[config.mk]
export PLATFORM = sky130hd
export DESIGN_NAME = software_timer_table
export DESIGN_NICKNAME = d
export VERILOG_FILES = /design/src/hw/rtl/swt_pkg.sv /design/src/hw/rtl/swt_cell.sv /design/src/hw/rtl/software_timer_table.sv
export VERILOG_INCLUDE_DIRS = /design/src /design/src/hw/rtl
export SDC_FILE = /design/constraint.sdc
export NUM_CORES = 1
export LEC_CHECK = 0
export BUFFER_PORTS_ARGS = -buffer_cell sky130_fd_sc_hd__buf_2
export CELL_PAD_IN_SITES_DETAIL_PLACEMENT = 1
export CELL_PAD_IN_SITES_GLOBAL_PLACEMENT = 1
export CORE_MARGIN = 2
export CORE_UTILIZATION = 30
export CTS_BUF_LIST = sky130_fd_sc_hd__clkbuf_8
export DETAILED_ROUTE_END_ITERATION = 10
export PLACE_DENSITY = 0.57
export SLEW_MARGIN = 20
export SYNTH_ARGS = -nofsm -noshare
export SYNTH_HDL_FRONTEND = slang
export SYNTH_SLANG_ARGS = --single-unit
[constraint.sdc]
create_clock -name clock -period 6.9 [get_ports clock]
set_input_delay 0.69 -clock clock [delete_from_list [all_inputs] [get_ports clock]]
set_output_delay 0.69 -clock clock [all_outputs]
set_load 0.05 [all_outputs]
[src/hw/rtl/assert_macros.svh]
// ----------------------------------------------------------------------------
// Assertion macros
// Concurrent assertion wrappers used by the RTL. Defining ASSERT_OFF
// leaves every use empty.
// ----------------------------------------------------------------------------
`ifndef ASSERT_MACROS_SVH
`define ASSERT_MACROS_SVH
`ifndef ASSERT_OFF
`define ASSERT_ALWAYS(label, clk, rst, cond) \
   label: assert property (@(posedge clk) disable iff (rst) (cond)) \
      else $error("%m: invariant violated");
`define ASSERT_IMPLY(label, clk, rst, ante, cons) \
   label: assert property (@(posedge clk) disable iff (rst) (ante) |-> (cons)) \
      else $error("%m: implication violated");
`define ASSERT_NEXT(label, clk, rst, ante, cons) \
   label: assert property (@(posedge clk) disable iff (rst) (ante) |=> (cons)) \
      else $error("%m: next-cycle implication violated");
`else
`define ASSERT_ALWAYS(label, clk, rst, cond)
`define ASSERT_IMPLY(label, clk, rst, ante, cons)
`define ASSERT_NEXT(label, clk, rst, ante, cons)
`endif
`endif

[src/hw/rtl/swt_pkg.sv]
// ----------------------------------------------------------------------------
// Software timer table package
// Field widths, command and result codes, the table entry type, the cell
// operation codes and the controller states.
// ----------------------------------------------------------------------------
package swt_pkg;

   localparam int unsigned ID_W     = 8;
   localparam int unsigned PERIOD_W = 16;
   localparam int unsigned CTR_W    = 16;
   localparam int unsigned RES_W    = 16;
   localparam int unsigned MODE_W   = 2;

   localparam logic [MODE_W-1:0] MODE_TICK  = 2'd0;
   localparam logic [MODE_W-1:0] MODE_START = 2'd1;
   localparam logic [MODE_W-1:0] MODE_STOP  = 2'd2;

   localparam logic KIND_ACK   = 1'b0;
   localparam logic KIND_FIRED = 1'b1;

   localparam logic STATUS_OK   = 1'b0;
   localparam logic STATUS_FULL = 1'b1;

   typedef struct packed {
      logic [ID_W-1:0]     id;
      logic [PERIOD_W-1:0] period;
      logic [CTR_W-1:0]    counter;
      logic                one_shot;
   } entry_type;

   typedef enum logic [2:0] {
      OP_HOLD,
      OP_LOAD,
      OP_INC,
      OP_ROTATE,
      OP_REMOVE
   } cell_op_type;

   typedef struct packed {
      cell_op_type op;
      logic        clear;
   } cell_ctrl_type;

   typedef enum logic [1:0] {
      ST_IDLE,
      ST_INC,
      ST_SCAN
   } state_type;

endpackage

[src/hw/rtl/swt_cell.sv]
// ----------------------------------------------------------------------------
// Software timer table cell
// Holds one table entry. Depending on the broadcast operation it loads a new
// timer, advances its counter, or takes the entry of its upper neighbour, of
// the head cell or of the back of the unscanned region.
// ----------------------------------------------------------------------------
module swt_cell
   import swt_pkg::*;
#(
   parameter int unsigned INDEX = 0,
   parameter int unsigned CNT_W = 4
) (
   input  logic             clock,
   input  cell_ctrl_type    ctrl,
   input  logic [CNT_W-1:0] active_count,
   input  logic [CNT_W-1:0] unprocessed,
   input  entry_type        new_entry,
   input  entry_type        next_entry,
   input  entry_type        head_entry,
   input  entry_type        back_entry,
   output entry_type        entry
);

   localparam logic [CNT_W:0] POS      = (CNT_W + 1)'(INDEX);
   localparam logic [CNT_W:0] POS_NEXT = (CNT_W + 1)'(INDEX + 1);

   entry_type        entry_ff;
   entry_type        entry_in;
   logic [CNT_W:0]   count_ext;
   logic [CNT_W:0]   unproc_ext;

   assign count_ext  = {1'b0, active_count};
   assign unproc_ext = {1'b0, unprocessed};

   always_comb begin
      entry_in = entry_ff;
      unique case (ctrl.op)
         OP_LOAD: begin
            if (count_ext == POS) begin
               entry_in = new_entry;
            end
         end
         OP_INC: begin
            if (entry_ff.counter != '1) begin
               entry_in.counter = entry_ff.counter + CTR_W'(1);
            end
         end
         OP_ROTATE: begin
            if (count_ext == POS_NEXT) begin
               entry_in = head_entry;
               if (ctrl.clear) begin
                  entry_in.counter = '0;
               end
            end else if (count_ext > POS_NEXT) begin
               entry_in = next_entry;
            end
         end
         OP_REMOVE: begin
            if ((unproc_ext <= POS_NEXT) && (count_ext > POS_NEXT)) begin
               entry_in = next_entry;
            end else if (INDEX == 0) begin
               entry_in = back_entry;
            end
         end
         default: begin
            entry_in = entry_ff;
         end
      endcase
   end

   always_ff @(posedge clock) begin
      entry_ff <= entry_in;
   end

   assign entry = entry_ff;

endmodule

[src/hw/rtl/software_timer_table.sv]
// ----------------------------------------------------------------------------
// Software timer table
// Up to NUM_TIMERS software timers held in a chain of cells. Start appends a
// timer, stop removes the first entry with an id, and prescaled overflow
// ticks advance every counter and dispatch the timers that are due.
//
//   Channel  Ports           Word
//   input    req_*           mode, callback_id, period, one_shot
//   result   rsp_*           kind, status, fired_id, last
//   config   csr_wr_*        tick_resolution, written at once
//
// An overflow tick without a prescaled tick only advances the overflow count.
// A start loads a cell unless the table is full and queues its acknowledge.
// A stop steps every entry through the head cell, removing the first match.
// A prescaled tick increments every counter, steps each entry through the
// head cell and hands over the last result. A result still waiting in the
// output register stalls the scan when a further timer fires, and holds back
// the final hand-over until it leaves. Reset clears the control state at once.
// ----------------------------------------------------------------------------
`include "assert_macros.svh"

module software_timer_table
   import swt_pkg::*;
#(
   parameter int unsigned NUM_TIMERS = 8
) (
   input  logic                clock,
   input  logic                reset,
   input  logic                req_valid,
   output logic                req_ready,
   input  logic [MODE_W-1:0]   req_mode,
   input  logic [ID_W-1:0]     req_callback_id,
   input  logic [PERIOD_W-1:0] req_period,
   input  logic                req_one_shot,
   output logic                rsp_valid,
   input  logic                rsp_ready,
   output logic                rsp_kind,
   output logic                rsp_status,
   output logic [ID_W-1:0]     rsp_fired_id,
   output logic                rsp_last,
   input  logic                csr_wr_en,
   input  logic [RES_W-1:0]    csr_wr_data
);

   localparam int unsigned CNT_W = $clog2(NUM_TIMERS + 1);
   localparam int unsigned IDX_W = (NUM_TIMERS > 1) ? $clog2(NUM_TIMERS) : 1;

   state_type          state_ff;
   state_type          state_in;
   logic [CNT_W-1:0]   active_count_ff;
   logic [CNT_W-1:0]   active_count_in;
   logic [CNT_W-1:0]   unproc_ff;
   logic [CNT_W-1:0]   unproc_in;
   logic               stop_mode_ff;
   logic               stop_mode_in;
   logic               found_ff;
   logic               found_in;
   logic               pend_valid_ff;
   logic               pend_valid_in;
   logic               pend_kind_ff;
   logic               pend_kind_in;
   logic               pend_status_ff;
   logic               pend_status_in;
   logic [ID_W-1:0]    pend_id_ff;
   logic [ID_W-1:0]    pend_id_in;
   logic               rsp_valid_ff;
   logic               rsp_valid_in;
   logic               rsp_kind_ff;
   logic               rsp_kind_in;
   logic               rsp_status_ff;
   logic               rsp_status_in;
   logic [ID_W-1:0]    rsp_id_ff;
   logic [ID_W-1:0]    rsp_id_in;
   logic               rsp_last_ff;
   logic               rsp_last_in;
   logic [RES_W-1:0]   ovf_count_ff;
   logic [RES_W-1:0]   ovf_count_in;
   logic [RES_W-1:0]   tick_res_ff;
   logic [RES_W-1:0]   tick_res_in;

   entry_type          cell_q [NUM_TIMERS];
   entry_type          head_entry;
   entry_type          back_entry;
   entry_type          new_entry;
   cell_ctrl_type      cell_ctrl;

   logic               accept;
   logic               out_free;
   logic               head_fire;
   logic               scan_done;
   logic               table_full;
   logic               prescale;
   logic [RES_W-1:0]   tick_res_eff;
   logic [RES_W-1:0]   ovf_next;
   logic [CNT_W-1:0]   unproc_m1;
   logic [IDX_W-1:0]   back_idx;
   logic               step;
   logic               pend_to_rsp;
   logic               pend_last;
   logic               capture_fire;

   assign accept     = req_valid && req_ready;
   assign out_free   = !rsp_valid_ff || rsp_ready;
   assign scan_done  = (unproc_ff == '0);
   assign table_full = (active_count_ff == CNT_W'(NUM_TIMERS));

   assign tick_res_eff = (tick_res_ff == '0) ? RES_W'(1) : tick_res_ff;
   assign ovf_next     = ovf_count_ff + RES_W'(1);
   assign prescale     = (ovf_next >= tick_res_eff);

   assign head_entry = cell_q[0];
   assign unproc_m1  = unproc_ff - CNT_W'(1);
   assign back_idx   = unproc_m1[IDX_W-1:0];
   assign back_entry = cell_q[back_idx];
   assign head_fire  = (head_entry.counter >= head_entry.period) &&
                       ({1'b0, head_entry.counter} <= {head_entry.period, 1'b0});

   assign new_entry = '{id: req_callback_id, period: req_period, counter: '0,
                        one_shot: req_one_shot};

   for (genvar k = 0; k < NUM_TIMERS; k++) begin : g_cell
      entry_type next_entry;
      if (k < NUM_TIMERS - 1) begin : g_mid
         assign next_entry = cell_q[k+1];
      end else begin : g_top
         assign next_entry = cell_q[k];
      end
      swt_cell #(
         .INDEX (k),
         .CNT_W (CNT_W)
      ) u_cell (
         .clock        (clock),
         .ctrl         (cell_ctrl),
         .active_count (active_count_ff),
         .unprocessed  (unproc_ff),
         .new_entry    (new_entry),
         .next_entry   (next_entry),
         .head_entry   (head_entry),
         .back_entry   (back_entry),
         .entry        (cell_q[k])
      );
   end

   always_comb begin
      state_in = state_ff;
      unique case (state_ff)
         ST_IDLE: begin
            if (accept && (req_mode == MODE_TICK) && prescale) begin
               state_in = ST_INC;
            end else if (accept && ((req_mode == MODE_START) || (req_mode == MODE_STOP))) begin
               state_in = ST_SCAN;
            end
         end
         ST_INC: begin
            state_in = ST_SCAN;
         end
         ST_SCAN: begin
            if (scan_done && (!pend_valid_ff || out_free)) begin
               state_in = ST_IDLE;
            end
         end
         default: begin
            state_in = ST_IDLE;
         end
      endcase
   end

   always_comb begin
      req_ready       = 1'b0;
      cell_ctrl.op    = OP_HOLD;
      cell_ctrl.clear = 1'b0;
      step            = 1'b0;
      pend_to_rsp     = 1'b0;
      pend_last       = 1'b0;
      capture_fire    = 1'b0;
      unique case (state_ff)
         ST_IDLE: begin
            req_ready = 1'b1;
            if (req_valid && (req_mode == MODE_START) && !table_full) begin
               cell_ctrl.op = OP_LOAD;
            end
         end
         ST_INC: begin
            cell_ctrl.op = OP_INC;
         end
         ST_SCAN: begin
            if (scan_done) begin
               if (pend_valid_ff && out_free) begin
                  pend_to_rsp = 1'b1;
                  pend_last   = 1'b1;
               end
            end else if (stop_mode_ff) begin
               step = 1'b1;
               if (!found_ff && (head_entry.id == pend_id_ff)) begin
                  cell_ctrl.op = OP_REMOVE;
               end else begin
                  cell_ctrl.op = OP_ROTATE;
               end
            end else if (head_fire) begin
               if (!pend_valid_ff || out_free) begin
                  step            = 1'b1;
                  capture_fire    = 1'b1;
                  pend_to_rsp     = pend_valid_ff;
                  cell_ctrl.clear = 1'b1;
                  if (head_entry.one_shot) begin
                     cell_ctrl.op = OP_REMOVE;
                  end else begin
                     cell_ctrl.op = OP_ROTATE;
                  end
               end
            end else begin
               step         = 1'b1;
               cell_ctrl.op = OP_ROTATE;
            end
         end
         default: begin
            req_ready = 1'b0;
         end
      endcase
   end

   always_comb begin
      active_count_in = active_count_ff;
      unproc_in       = unproc_ff;
      stop_mode_in    = stop_mode_ff;
      found_in        = found_ff;
      pend_valid_in   = pend_valid_ff;
      pend_kind_in    = pend_kind_ff;
      pend_status_in  = pend_status_ff;
      pend_id_in      = pend_id_ff;
      rsp_valid_in    = rsp_valid_ff;
      rsp_kind_in     = rsp_kind_ff;
      rsp_status_in   = rsp_status_ff;
      rsp_id_in       = rsp_id_ff;
      rsp_last_in     = rsp_last_ff;
      ovf_count_in    = ovf_count_ff;
      tick_res_in     = tick_res_ff;

      if (csr_wr_en) begin
         tick_res_in = csr_wr_data;
      end

      if (accept) begin
         unique case (req_mode)
            MODE_TICK: begin
               ovf_count_in = prescale ? '0 : ovf_next;
            end
            MODE_START: begin
               pend_valid_in  = 1'b1;
               pend_kind_in   = KIND_ACK;
               pend_status_in = table_full ? STATUS_FULL : STATUS_OK;
               pend_id_in     = req_callback_id;
               unproc_in      = '0;
               stop_mode_in   = 1'b0;
               if (!table_full) begin
                  active_count_in = active_count_ff + CNT_W'(1);
               end
            end
            MODE_STOP: begin
               pend_valid_in  = 1'b1;
               pend_kind_in   = KIND_ACK;
               pend_status_in = STATUS_OK;
               pend_id_in     = req_callback_id;
               unproc_in      = active_count_ff;
               stop_mode_in   = 1'b1;
               found_in       = 1'b0;
            end
            default: begin
               ovf_count_in = ovf_count_ff;
            end
         endcase
      end

      if (state_ff == ST_INC) begin
         unproc_in    = active_count_ff;
         stop_mode_in = 1'b0;
      end

      if (step) begin
         unproc_in = unproc_m1;
      end

      if (cell_ctrl.op == OP_REMOVE) begin
         active_count_in = active_count_ff - CNT_W'(1);
         found_in        = 1'b1;
      end

      if (rsp_valid_ff && rsp_ready) begin
         rsp_valid_in = 1'b0;
      end
      if (pend_to_rsp) begin
         rsp_valid_in  = 1'b1;
         rsp_kind_in   = pend_kind_ff;
         rsp_status_in = pend_status_ff;
         rsp_id_in     = pend_id_ff;
         rsp_last_in   = pend_last;
         pend_valid_in = 1'b0;
      end

      if (capture_fire) begin
         pend_valid_in  = 1'b1;
         pend_kind_in   = KIND_FIRED;
         pend_status_in = STATUS_OK;
         pend_id_in     = head_entry.id;
      end
   end

   always_ff @(posedge clock) begin
      if (reset) begin
         state_ff        <= ST_IDLE;
         active_count_ff <= '0;
         unproc_ff       <= '0;
         stop_mode_ff    <= 1'b0;
         found_ff        <= 1'b0;
         pend_valid_ff   <= 1'b0;
         rsp_valid_ff    <= 1'b0;
         ovf_count_ff    <= '0;
         tick_res_ff     <= RES_W'(1);
      end else begin
         state_ff        <= state_in;
         active_count_ff <= active_count_in;
         unproc_ff       <= unproc_in;
         stop_mode_ff    <= stop_mode_in;
         found_ff        <= found_in;
         pend_valid_ff   <= pend_valid_in;
         rsp_valid_ff    <= rsp_valid_in;
         ovf_count_ff    <= ovf_count_in;
         tick_res_ff     <= tick_res_in;
      end
   end

   always_ff @(posedge clock) begin
      pend_kind_ff   <= pend_kind_in;
      pend_status_ff <= pend_status_in;
      pend_id_ff     <= pend_id_in;
      rsp_kind_ff    <= rsp_kind_in;
      rsp_status_ff  <= rsp_status_in;
      rsp_id_ff      <= rsp_id_in;
      rsp_last_ff    <= rsp_last_in;
   end

   assign rsp_valid    = rsp_valid_ff;
   assign rsp_kind     = rsp_kind_ff;
   assign rsp_status   = rsp_status_ff;
   assign rsp_fired_id = rsp_id_ff;
   assign rsp_last     = rsp_last_ff;

   `ASSERT_ALWAYS(a_count_bound, clock, reset, active_count_ff <= CNT_W'(NUM_TIMERS))
   `ASSERT_ALWAYS(a_unproc_within_table, clock, reset, unproc_ff <= active_count_ff)
   `ASSERT_IMPLY(a_idle_no_pending, clock, reset, state_ff == ST_IDLE, !pend_valid_ff)
   `ASSERT_NEXT(a_remove_shrinks, clock, reset, cell_ctrl.op == OP_REMOVE, active_count_ff == $past(active_count_ff) - CNT_W'(1))

endmodule

==> results.md <==
| Result | Value |
|:---|:---|
| Maximum vdd drop | 0.1485 mV |
| Leakage Power | 9.675 nW |
| Arr. time, crit path | 5.12 ns |
| Maximum operating frequency | 0.2153 GHz |
| Final routed wire length divided by cell count | 28.01 um |
| Detailed Place HPWL | 57580 um |
| Global placer's final weighted congestion | 0.8676 |
| Sequential-to-total area share from yosys stat | 46.57% |
| Synth area leader | sky130_fd_sc_hd__edfxtp_1 |
| Number of hold-repair buffers added at the cts stage | 0 |
| Setup slack, reg-to-reg | 2.26 ns |
| Tightest slew margin relative to the limit | 26.96% |
| Max Root-Sink Buffers | 3 |
| Logic depth of the worst register-to-register path | 12 |
| Number of placement rows | 104 |
| Worst reg2reg startpoint | g_cell[0].u_cell.entry[19]$_DFFE_PP_ |
| Post-Route Skew | 0.05525 ns |
| Simple-gate portion of the synthesized area | 12.63% |
| Total routing usage reported by global routing | 21.41% |
| Top cells by area in the synthesized netlist | sky130_fd_sc_hd__edfxtp_1 43%, sky130_fd_sc_hd__a221o_1 11%, sky130_fd_sc_hd__mux4_2 7.6%, sky130_fd_sc_hd__dfxtp_1 3.9%, sky130_fd_sc_hd__ha_1 3.3% |
| Gate count after technology mapping | 2149 |
| Area of the core | 0.08055 mm2 |
| Global Route met1 Usage | 29.33% |
| Proportion of synthesized area in mux cells | 10.47% |
| WHS Path Cells | 2 |
| Maxcap violations | 0 |
| Chip Width | 289.4 um |
| Slew of the pin with the lowest slew margin | 1.096 ns |
| Initial Utilization | 30.34% |
| Complex-gate fraction of the synthesized area | 17.63% |
| TritonCTS Buffers | 77 |
| Shortest clock period the worst path allows after layout | 4.645 ns |
| Cell chain of the critical path | inv_1 > ha_1 > or4_1 > a21oi_1 > o32ai_2 > o21ai_2 > a211oi_2 > buf_4 > nor2_2 > buf_4 > and2_1 > a22o_1 |
| CTS sink count | 395 |
| Final setup TNS | 0 ns |
| Cell Area, Synth | 0.02444 mm2 |
| Category of the most critical setup path | reg2reg |
| Critical path endpoint category | register |
| Final Hold Slack | 0.2388 ns |
| Hold violation count in the final report | 0 |
| Global routing met3 resource utilization | 3.488% |
| Number of warning messages in the yosys log | 0 |
| Wire length of the first global-routing pass | 135200 um |
| Synthesis-stage register bit count | 395 |
| Number of setup buffers added after CTS | 0 |
| End point of the most critical hold path | tick_res_ff[0]$_SDFFE_PP1P_ |
| Worst Min Path Start | csr_wr_data[0] |
| Post-CTS sizing | 0 |
| Number of global-route vias before repair | 20430 |
| P&R area growth vs syn | 10.63% |
| Maximum number of pins on one net before global-route repair | 73 |
| Clock tree from TritonCTS | built |
| Critical Path RT | 7.38 ns |
| RSZ-0062 raised after global routing | no |
| Result of the run | completed |
| Most prevalent standard cell on the critical path | sky130_fd_sc_hd__buf_4 |
| Main synth FF type | sky130_fd_sc_hd__edfxtp_1 |
| Detailed-route wire length | 90160 um |
| Avg Synthesized Cell Area | 11.37 um2 |
| Most numerous cell in the Yosys netlist | sky130_fd_sc_hd__edfxtp_1 |
| Unique masters post-synth | 70 |
| Die height | 289.4 um |
| Fraction of layout cells with a size suffix above 1 | 16.27% |
| Synth Area in Adders | 3.277% |
| Fraction of synthesis flops using an asynchronous set or reset pin | 0% |
| Number of flops mapped to enable cells by yosys | 347 |
| Clock-pin slew on the worst setup and hold paths | 0.06 ns |
| Dominant combinational cell family by area after synthesis | compound AO/OA/AOI/OAI gates |
| Syn nets | 2261 |
| GRT Residual Overflow | 0 |
| Buffer type at the clock tree root | sky130_fd_sc_hd__clkbuf_8 |
| Synthesized-area fraction occupied by xor and xnor cells | 4.444% |
| Detail-routed via count per cell | 6.087 |
| Type of origin of the critical path | register |
| Via count of the routed design | 19590 |
| I/O Pins | 61 |
| ANT nets after route | 0 |
| Leading cell types by count after synthesis | 347 x sky130_fd_sc_hd__edfxtp_1, 277 x sky130_fd_sc_hd__a221o_1, 161 x sky130_fd_sc_hd__nor2_1 |
| Pwr dens | 203.1 mW/mm2 |
| Die Outline Area | 0.08375 mm2 |
| Number of antenna violations at the first check in global routing | 4 |
| Worst reg2reg endpoint | g_cell[7].u_cell.entry[3]$_DFFE_PP_ |
| Busiest layer in global routing | met2 |
| # H-tree levels | 3 |
| Delay of the slowest cell on the worst path | 0.74 ns |
| Maximum fanout count along the critical path | 17 |
| Number of cells in the design after placement | 3083 |
| Iteration count of the initial detailed-routing pass | 7 |
| Worst hold path class | in2reg |
| Fraction of synthesized cell area taken by the top area cell type | 42.64% |
| Number of port buffers | 60 |
| DRC violations left | 0 |
| Clock insertion delay at the later pin of the skew report | 0.70 ns |
| Slew Viols, Final | 0 |
| Post-layout nets | 2217 |
| Final clock period utilization by the worst path | 67.31% |
| # setup viols final | 0 |
| Starting DRT DRC Count | 2197 |
| Non-filler cells, final | 3219 |
| Library cell contributing the largest single delay on the critical path | sky130_fd_sc_hd__nor2_2 |
| Global routing usage on met2 | 34.32% |
[report_power, final]
group | internal (W) | switching, W | leakage [nW]
Sequential | 0.00270 | 0.000102 | 3.60
Clock | 0.00110 | 0.00111 | 0.790
Combinational | 0.000192 | 0.000290 | 5.28
[per-stage QoR]
step	power (W)	area (um2)	setup WS, ns	utilization [%]
finish	0.005489	27030	2.255	33.56
global route	0.005694	27030	2.111	33.56
CTS	0.005547	26950	2.018	33.46
detailed placement	0.003319	25590	2.055	31.77
global placement	0.003301	25560	2.123	31.74
floorplan	0.003127	24440	0.4344	-
[final cells by class]
class,count,area [um2]
tap,1060,1326
antenna,1,2.502
inverter,49,183.9
fill,8783,53510
timing repair buffer,100,645.6
sequential,395,11380
clock inverter,54,287.8
multi-input combinational,1482,12130
clock buffer,78,1074
[cell usage in the layout, fill, tap and decap left out, types with 17 or more instances in the layout]
master,instances
sky130_fd_sc_hd__a21oi_1,69
sky130_fd_sc_hd__a221o_1,277
sky130_fd_sc_hd__and2_1,46
sky130_fd_sc_hd__and3_1,52
sky130_fd_sc_hd__buf_2,60
sky130_fd_sc_hd__buf_4,37
sky130_fd_sc_hd__clkbuf_8,78
sky130_fd_sc_hd__dfxtp_1,47
sky130_fd_sc_hd__edfxtp_1,347
sky130_fd_sc_hd__ha_1,63
sky130_fd_sc_hd__inv_1,75
sky130_fd_sc_hd__mux2i_1,47
sky130_fd_sc_hd__mux4_2,82
sky130_fd_sc_hd__nand2_1,158
sky130_fd_sc_hd__nand3_1,69
sky130_fd_sc_hd__nand4_1,29
sky130_fd_sc_hd__nor2_1,155
sky130_fd_sc_hd__nor3_1,17
sky130_fd_sc_hd__o21ai_0,56
sky130_fd_sc_hd__or3_1,17
sky130_fd_sc_hd__xnor2_1,34
sky130_fd_sc_hd__xor2_1,89
[cell families after synthesis]
group | Yosys count
AO/OA/AOI/OAI | 516
XOR/XNOR | 124
adder cells (fa/ha/maj) | 64
buffers and inverters | 272
flip-flops | 395
multiplexers | 149
AND/OR/NAND/NOR | 629
[registers in the layout, summed over array words and instances, names as in the netlist, 2 cells and up]
name,flops
tick_res_ff,16
unproc_ff,4
rsp_fired_id,8
ovf_count_ff,16
active_count_ff,4
pend_id_ff,8
state_ff,2
g_cell.u_cell.entry,328
[routing by layer]
layer	wire, um	share of wire (%)
met5	13	0.014
met1	38810	43
met2	42380	47
met3	6112	6.8
met4	2842	3.2
[how the worst max path moves through the flow]
stage / start / to / slack (ns) / depth (start not counted)
2_1_floorplan: unproc_ff[0]$_SDFFE_PP0P_ / g_cell[2].u_cell.entry[0]$_DFFE_PP_ / 0.43 / 14
3_3_place_gp: g_cell[0].u_cell.entry[18]$_DFFE_PP_ / g_cell[1].u_cell.entry[19]$_DFFE_PP_ / 2.12 / 12
3_5_place_dp: g_cell[0].u_cell.entry[18]$_DFFE_PP_ / g_cell[2].u_cell.entry[33]$_DFFE_PP_ / 2.06 / 12
4_1_cts: g_cell[0].u_cell.entry[19]$_DFFE_PP_ / g_cell[2].u_cell.entry[8]$_DFFE_PP_ / 2.02 / 12
5_1_grt: g_cell[0].u_cell.entry[31]$_DFFE_PP_ / g_cell[5].u_cell.entry[22]$_DFFE_PP_ / 2.11 / 12
6_report: g_cell[0].u_cell.entry[19]$_DFFE_PP_ / g_cell[7].u_cell.entry[3]$_DFFE_PP_ / 2.26 / 12
[worst max-delay path, delay by kind of cell, from the launching register on]
| kind | cells | cell delay, ns |
|---|---|---|
| buffers and inverters | 3 | 0.82 |
| AND/OR/NAND/NOR | 3 | 1.89 |
| flip-flops | 1 | 0.50 |
| adder cells (fa/ha/maj) | 1 | 0.23 |
| AO/OA/AOI/OAI | 5 | 0.98 |
Note: power is estimated with default switching activity, not from simulation.
